### src/rtl/window_stats_range_tracker_macros.svh
// Assertion macros shared by the window stats RTL.
// No dependencies.
`ifndef WINDOW_STATS_RANGE_TRACKER_MACROS_SVH
`define WINDOW_STATS_RANGE_TRACKER_MACROS_SVH
// Implication check sampled on clk, quiet during reset.
`define WSRT_ASSERT_IMP(lbl, ante, cons) \
  lbl: assert property (@(posedge clk) disable iff (!rst_n) (ante) |-> (cons)) \
    else $error("assertion failed");
// Next-cycle implication check.
`define WSRT_ASSERT_NXT(lbl, ante, cons) \
  lbl: assert property (@(posedge clk) disable iff (!rst_n) (ante) |=> (cons)) \
    else $error("assertion failed");
`endif

### src/rtl/wsrt_pkg.sv
// Shared constants and types for window_stats_range_tracker.
// No dependencies.
package wsrt_pkg;
  localparam int WINDOW_DEF      = 50;
  localparam int SAMPLE_BITS_DEF = 24;
  localparam int MEAN_W = 24;
  localparam int STD_W  = 24;
  localparam int AXIS_W = 27;
  // accumulator widths sized for the largest allowed window and sample;
  // the sum of squares wraps at 64 bits
  localparam int SUM_W  = 41;
  localparam int SQ_W   = 64;
  localparam int ROOT_W = 32;
endpackage

### src/rtl/wsrt_front.sv
// Front end: takes samples and queues them for the compute engine.
// Depends on wsrt_pkg.
module wsrt_front #(
  parameter int SAMPLE_BITS = wsrt_pkg::SAMPLE_BITS_DEF
) (
  input  logic                          clk,
  input  logic                          rst_n,
  input  logic                          in_valid,
  output logic                          in_ready,
  input  logic signed [SAMPLE_BITS-1:0] in_sample,
  output logic                          q_valid,
  input  logic                          q_ready,
  output logic signed [SAMPLE_BITS-1:0] q_sample
);
  import wsrt_pkg::*;
  `include "window_stats_range_tracker_macros.svh"

  // two-entry queue
  logic signed [SAMPLE_BITS-1:0] buf_r [2];
  logic [1:0] cnt_r, cnt_nxt;
  logic       rd_r, wr_r;
  logic       push, pop;

  assign in_ready = (cnt_r != 2'd2);
  assign q_valid  = (cnt_r != 2'd0);
  assign q_sample = buf_r[rd_r];
  assign push = in_valid && in_ready;
  assign pop  = q_valid && q_ready;

  always_comb begin
    cnt_nxt = cnt_r + {1'b0, push} - {1'b0, pop};
  end

  always_ff @(posedge clk) begin
    if (!rst_n) begin
      cnt_r <= '0;
      rd_r  <= 1'b0;
      wr_r  <= 1'b0;
    end else begin
      cnt_r <= cnt_nxt;
      if (push) wr_r <= ~wr_r;
      if (pop)  rd_r <= ~rd_r;
    end
    if (push) buf_r[wr_r] <= in_sample;
  end

  `WSRT_ASSERT_IMP(a_cnt_range, 1'b1, cnt_r <= 2'd2)
  `WSRT_ASSERT_NXT(a_full_push, cnt_r == 2'd2 && !pop, cnt_r == 2'd2)
  `WSRT_ASSERT_IMP(a_ptr_cnt, cnt_r == 2'd0 || cnt_r == 2'd2, rd_r == wr_r)
endmodule

### config.mk
export PLATFORM = sky130hd
export DESIGN_NAME = wsrt_front
export DESIGN_NICKNAME = d
export VERILOG_FILES = /design/src/rtl/wsrt_pkg.sv /design/src/rtl/wsrt_front.sv
export VERILOG_INCLUDE_DIRS = /design/src /design/src/rtl
export SDC_FILE = /design/constraint.sdc
export NUM_CORES = 1
export LEC_CHECK = 0
export ABC_CLOCK_PERIOD_IN_PS = 3400
export BUFFER_PORTS_ARGS = -buffer_cell sky130_fd_sc_hd__buf_2
export CORE_MARGIN = 3
export CORE_UTILIZATION = 50
export CTS_CLUSTER_SIZE = 16
export DETAILED_ROUTE_END_ITERATION = 16
export GPL_ROUTABILITY_DRIVEN = 0
export PLACE_DENSITY_LB_ADDON = 0.25
export SYNTH_ARGS = -nofsm -noshare
export SYNTH_HDL_FRONTEND = slang
export SYNTH_SLANG_ARGS = --single-unit
### constraint.sdc
create_clock -name clk -period 3.4 [get_ports clk]
set_input_delay 0 -clock clk [delete_from_list [all_inputs] [get_ports clk]]
set_output_delay 0 -clock clk [all_outputs]
set_load 0.02 [all_outputs]
; After elaboration in Yosys (flattened, before gate mapping)
; Memories as Yosys holds them, arrays and structs flattened. A register that Yosys moved wholly into a read port is not among the register bits.
; Index checks and enable logic that the tools add are counted.
[classes]
addsub = 2
muxes = 4
bitwise = 2
reduce_logical = 3
n_eq_ne = 1
[ops]
columns = operator, count
row1 = 2-to-1 mux 1 bit, 4
row2 = adder 2 x 1 -> 2 bit, 1
row3 = logical AND 1 bit, 2
row4 = inequality test 2 bit (second input constant), 1
row5 = NOT 1 bit, 2
row6 = nonzero test 2 bit, 1
row7 = subtractor 2 x 1 -> 2 bit, 1
[word_totals]
in_bits = 28
word_cells = 16
output_inout_bits = 26
regBits = 4
ram_bits = 48
memories = 1
[mem_list]
columns = name, depth, width, rd, rd_ports_with_merged_regs, wr, line_no
row1 = buf_r, 2, 24, 1, 1, 1, wsrt_front.sv:19  ; logic signed [SAMPLE_BITS-1:0] buf_r [2];

; Depth between registers and ports, before layout
; Gate-level depths: netlist (run 1).
[depth]
word_depth = 4
depth_mapped = 8
mapped_depth_nobuf = 8

; Least setup slack after synthesis (run 1)
; Ideal clock, no wire load.
[synth_path]
path_kind = register to register
startpoint = reg cnt_r[0]
endpoint = mem buf_r[0][0] in the netlist's numbering, enable pin
slack_ns = 1.214
arrival_time_ns = 1.781
setup_ns = 0.405
stages_incl_launch_ff = 4
required_time_ns = 2.995
cell_sequence = dfxtp_1 -> nand2b_1 -> nand2_1 -> nor2_1
[synth_via]
elab_chain_len = 4
[synth_rtl]
columns = item, line_no
row1 = start: declaration, wsrt_front.sv:20  ; logic [1:0] cnt_r, cnt_nxt;
row2 = start signal: assignment, wsrt_front.sv:40  ; cnt_r <= cnt_nxt;
row3 = inequality test 2 bit, wsrt_front.sv:24  ; assign in_ready = (cnt_r != 2'd2);
row4 = via in_ready, wsrt_front.sv:9  ; output logic in_ready,
row5 = logical AND 1 bit, wsrt_front.sv:27  ; assign push = in_valid && in_ready;
row6 = 2-to-1 mux 1 bit, wsrt_front.sv:44  ; if (push) buf_r[wr_r] <= in_sample;
row7 = 2-to-1 mux 1 bit (implied by the code), wsrt_front.sv:44
row8 = end: declaration, wsrt_front.sv:19
; The timed path passes the listed nets, and every way through them passes these cells.

==> qor.csv, run 1 <==
metric,value,unit
grt ovf,0,
CTS buffer count,5,
Final Routed Wirelength,3362,µm
Buffers on Ports,53,
number of setup buffers added after CTS,0,
Main synth FF type,edfxtp_1,
Global Route Usage Sum,14.71,%
Fmax,502.6,MHz
die footprint,0.004955,mm²
clk_lat worst skew,0.29,ns
# setup viols final,0,
Yosys cell types,18,
total power,1781,µW
Mean Syn Cell Area,20.94,µm²
Least-Margin Pin Slew,1.118,ns
DRT Pass-1 Iters,4,
Area Growth Syn to Fin,30.18,%
Die Width,70.40,µm
root cell of the clock tree,clkbuf_8,
Final nets,213,
drc violations,0,
Leak,0.001076,µW
Critical Path AT,1.99,ns
share of the synthesized area in the top cell type,69.52,%
peak fanout along the critical path,15,
Core ar.,0.003826,mm²
Final Hold Viols,0,
PD cells,659.9,mW/mm²
vias in the first global route,1167,
sequential-to-total area share from yosys stat,74.35,%
synth top area cells,"edfxtp_1 70%, mux2_4 14%, dfxtp_1 4.8%",
Mapped Area,0.002073,mm²
cell taking the most area after synthesis,edfxtp_1,
"commonest cells after routing, fill and taps aside","53 x buf_2, 48 x edfxtp_1, 25 x dlygate4sd3_1",
Worst setup EP type,primary output,
"commonest non-fill, non-tap cell in the layout",buf_2,
class of the worst hold path,in -> reg,
max cap viols,0,
slew margin rel.,25.49,%
Longest Clk Path Bufs,2,
H-tree Lvls,2,
critical path class,reg -> out,
Tcrit/Tclk final,58.52,%
Num Clock Sinks,53,
minimum clock period,1.990,ns
Ports,54,
CTS tree,yes,
std cell rows,22,
Final Max Tran Viols,0,
chip height,70.40,µm
setup TNS,0,ns
Initial Utilization,54.19,%
startpoint type of the worst setup path,register,
initial antenna violation count,0,
global-route wire length before repair,5540,µm
"EDFF count, synth",48,
share of cells above drive strength 1,47.83,%
Routed Antenna Nets,0,
RSZ-0062 raised after global routing,false,
"Async S/R FF share, synth",0,%
vias per std cell,4.716,
Cells after Synth,99,
Critical Path RT,3.40,ns
DRT iter0 DRCs,41,
CTS Hold Buffers Added,25,
status,finished clean,
final core utilization,70.54,%
clock-pin slew on the worst setup and hold paths,0.08,ns
PostCTS Resize Cnt,0,
#FFs+latches synth,53,
Vias,1094,
drt wl/cell,14.49,µm
antenna fix cells,0,
syn nets,129,
Fin Clk Skew,0.004243,ns
warning count from the yosys run,0,
largest net degree at the start of global routing,25,
worst vdd ir,459.0,µV
[state kept, by name (all words and copies together) (netlist names), named ones only]
name,count
rd_r,1
buf_r,48
cnt_r,2
wr_r,1
[area by class of cell]
cell class              instances  area [µm²]
inverters                       1       3.754
clock buffers                   6       72.57
clock inverters                 2       11.26
multi-input cells              42       479.2
repair buffers                 80       530.5
well taps                      48       60.06
fillers                       265        1127
flip-flops and latches         53        1541
[report_power, final]
group / internal, µW / switching, µW / leakage, µW
combinational: 283 / 293 / 0.000547
clock: 143 / 184 / 0.0000388
sequential: 821 / 56.1 / 0.000490
total: 1250 / 534 / 0.00108
[cells in the mapped netlist (2+ instances only)]
cell type	instances
edfxtp_1	48
nand2_1	2
buf_12	2
ha_1	2
nor2b_1	2
xnor2_1	3
and2_1	2
mux2_2	4
mux2_4	20
nand2b_1	2
dfxtp_1	5
[cell families after synthesis]
group                      count (synthesis)  share of synthesized area, %
muxes                                     25                         17.14
buffers and inverters                      4                         2.655
xor gates and xnor gates                   3                         1.268
AOI/OAI and AO/OA                          1                        0.4225
adders and majority gates                  2                         1.207
DFF                                       53                         74.35
and+or+nand+nor                           11                         2.957
[metal layers]
metal  vias to the layer above  routed length, µm  track usage, %
li1                        539                  -               -
met1                       517               1366           17.31
met2                        36               1780           25.36
met3                         2                205           4.460
met4                         0                  9           5.106
met5                         -                  0               0
[worst max-delay path, cell delays in order (launching register included)]
cell and delay, ns:
dfxtp_1 0.86, buf_4 0.36, mux2_4 0.32, buf_2 0.16
[per-stage QoR]
| stage | hold slack [ns] | setup slack, ns | cell area (µm²) | cells |
|---|---|---|---|---|
| detailed placement | 0.1913 | 1.554 | 2365 | 199 |
| CTS | 0.06312 | 1.358 | 2699 | 232 |
| floorplan | 0.09887 | 1.214 | 2073 | 99 |
| global placement | 0.1905 | 1.630 | 2365 | 199 |
| global route | 0.08539 | 1.277 | 2699 | 232 |
| finish | 0.06950 | 1.410 | 2699 | 232 |
[path summary, 6_finish.rpt]
path / to / start / slack, ns / depth (start not counted)
worst max-delay path: q_sample[16] / register / 1.41 / 3
worst min-delay path: wr_r / in_valid / 0.07 / 3
worst max register to register: buf_r[1][14] / cnt_r[0] / 1.59 / 2
worst min register to register: wr_r / wr_r / 0.51 / 2
Power figures use the tool's default switching activity.
==> run 2, diff against run 1 <==
Settings changed: ABC_AREA set to 1, ABC_CLOCK_PERIOD_IN_PS 3400 to 1800, CORE_UTILIZATION 50 to 46.
Clock period 3.4 ns to 1.8 ns, I/O delays scaled along.
==> qor.csv, run 2 <==
metric,value,unit,change
status,finished clean,,
worst vdd ir,858.8,µV,+87%
setup TNS,0,ns,unchanged
DRT Pass-1 Iters,4,,unchanged
metal2 WL,1904,µm,+7.0%
share of the synthesized area in the top cell type,69.36,%,-0.17 points
delay of the slowest cell on the worst path,0.36,ns,-0.50 ns
Largest Register,buf_r,,
clock-pin slew on the worst setup and hold paths,0.08,ns,about the same
vias per std cell,4.832,,+2.5%
die footprint,0.005360,mm²,+8.2%
Final Max Tran Viols,0,,unchanged
Routed Antenna Nets,0,,unchanged
cells along the critical path,inv_1 -> nand2_1 -> nand2_1 -> ha_1 -> inv_1 -> ha_1 -> inv_1 -> nand2_1 -> a21oi_1 -> nor2_1,,
global-route wire length before repair,5740,µm,+3.6%
vias in the first global route,1288,,+10%
worst reg-to-reg setup slack,0.19,ns,-1.40 ns
"EDFF count, synth",48,,unchanged
Fin Clk Skew,0.006823,ns,+0.002579 ns
cell taking the most area after synthesis,edfxtp_1,,
Ports,54,,unchanged
Die Width,73.22,µm,+4.0%
startpoint type of the worst setup path,register,,
Longest Clk Path Bufs,2,,unchanged
"Async S/R FF share, synth",0,%,unchanged
syn nets,141,,+9.3%
share of cells above drive strength 1,45.00,%,-2.8 points
Area Growth Syn to Fin,31.55,%,
Hold Path Origin,in_valid,,
Final Routed Wirelength,3577,µm,+6.4%
max FFs per register,48,,unchanged
R2R depth,10,,+8
"commonest non-fill, non-tap cell in the layout",buf_2,,
Final Hold Viols,0,,unchanged
Global Route Usage Sum,14.34,%,-0.37 points
PD cells,1244,mW/mm²,+89%
Buffers on Ports,53,,unchanged
Fmax,621.1,MHz,
Worst setup EP type,register,,
critical path class,reg -> reg,,
Main synth FF type,edfxtp_1,,
Critical Path RT,1.98,ns,-1.42 ns
warning count from the yosys run,0,,unchanged
grt ovf,0,,unchanged
"count leader, synth",edfxtp_1,,
std cell rows,23,,+4.5%
Critical Path AT,1.80,ns,-0.19 ns
peak fanout along the critical path,4,,-11
sequential-to-total area share from yosys stat,74.17,%,-0.18 points
synth cell count leaders,"48 x edfxtp_1, 20 x mux2_4, 9 x nand2_1",,
Num Clock Sinks,53,,unchanged
H-tree Lvls,2,,unchanged
max cap viols,0,,unchanged
Final Instance Area,0.002734,mm²,+1.3%
largest net degree at the start of global routing,16,,-36%
Leak,0.001134,µW,+5.4%
Largest regs,"buf_r: 48 flops, cnt_r: 2 flops",,
root cell of the clock tree,clkbuf_8,,
reg2reg end,cnt_r[1],,
number of setup buffers added after CTS,0,,unchanged
reg2reg start,cnt_r[0],,
minimum clock period,1.610,ns,
Mapped Area,0.002078,mm²,+0.24%
wire length on met3,197,µm,-3.9%
Core ar.,0.004173,mm²,+9.1%
Least-Margin Pin Slew,0.2692,ns,-0.8484 ns
Tcrit/Tclk final,89.45,%,
crit-path leading delay family,adder cells,,
Hold Path End,wr_r,,
drc violations,0,,unchanged
Mean Syn Cell Area,18.72,µm²,-11%
Yosys cell types,12,,-6
Worst Hold Depth,3,,unchanged
post-place instance area,0.002402,mm²,+1.6%
Vias,1208,,+10%
Cells after Synth,111,,+12%
Final nets,229,,+7.5%
clk_lat worst skew,0.29,ns,about the same
#FFs+latches synth,53,,unchanged
M1 wire length,1382,µm,+1.2%
antenna fix cells,0,,unchanged
DRT iter0 DRCs,65,,+59%
class of the worst hold path,in -> reg,,
slew margin rel.,82.05,%,+57 points
"slowest stage cell, crit path",dfxtp_1,,
synth top area cells,"edfxtp_1 69%, mux2_4 14%, dfxtp_1 4.8%",,
WP buf/inv,3,,+1
initial antenna violation count,0,,unchanged
CTS tree,yes,,
Max Used Layer,met4,,
Initial Utilization,49.81,%,-4.4 points
"commonest cells after routing, fill and taps aside","53 x buf_2, 48 x edfxtp_1, 25 x dlygate4sd3_1",,
chip height,73.22,µm,+4.0%
# setup viols final,0,,unchanged
drt wl/cell,14.31,µm,-1.3%
CTS buffer count,5,,unchanged
placed wire-length estimate,2450,µm,
RSZ-0062 raised after global routing,false,,
## run 2: final cells by class
cell class / instances / area (µm²)
flip-flops and latches: 53 / 1541
fillers: 297 / 1439
repair buffers: 84 / 560.5
multi-input cells: 48 / 461.7
clock buffers: 5 / 68.82
well taps: 50 / 62.56
inverters: 7 / 26.28
clock inverters: 3 / 12.51
## run 2: power by group
group	internal (µW)	switching, µW	total [µW]
clock	262	343	605
combinational	523	651	1170
sequential	1560	62.1	1620
## run 2: how the worst max path moves through the flow
stage | cells past startpoint | end | from
final | 10 | cnt_r[1] | cnt_r[0]
after global routing | 10 | cnt_r[1] | cnt_r[0]
after CTS | 10 | cnt_r[1] | cnt_r[0]
after detailed placement | 10 | cnt_r[1] | cnt_r[0]
after global placement | 10 | cnt_r[1] | cnt_r[0]
after floorplan | 4 | buf_r[0][0] | cnt_r[0]
## run 2: logic make-up after synthesis
family          Yosys count  synth area share (%)
flops                    53                 74.17
fa+ha+maj                 2                 1.204
compound gates            2                0.4817
simple gates             20                 3.793
buf+inv                  10                 3.733
mux                      24                 16.62
## run 2: what timing repair did
| item | 4_1_cts | 5_1_grt |
|---|---|---|
| hold buffers | 25 | 0 |
| resized for setup | 0 | 0 |
| hold endpoints to repair | 53 | 0 |
## run 2: layer usage
layer | track usage (%) | up-vias
li1 | - | 584
met3 | 3.581 | 11
met5 | 0 | -
met2 | 25.12 | 47
met4 | 7.582 | 0
met1 | 15.86 | 566
## run 2: tightest hold or removal path: stages
cell and delay [ns]:
buf_2 0.10, a21oi_1 0.06, nor2_1 0.10
## run 2: metrics by stage
| step | utilization [%] | total power, µW | setup WS [ns] | std cells | hold slack (ns) |
|---|---|---|---|---|---|
| 6_report | 65.52 | 3402 | 0.1899 | 250 | 0.01448 |
| 5_1_grt | 65.52 | 3584 | 0.03102 | 250 | 0.02609 |
| 4_1_cts | 65.52 | 3439 | 0.1788 | 250 | 0.005906 |
| 3_5_place_dp | 57.57 | 2796 | 0.1887 | 217 | 0.1911 |
| 3_3_place_gp | 57.57 | 2735 | 0.3784 | 217 | 0.1878 |
| 2_1_floorplan | - | 2499 | 0.04475 | 111 | 0.09345 |
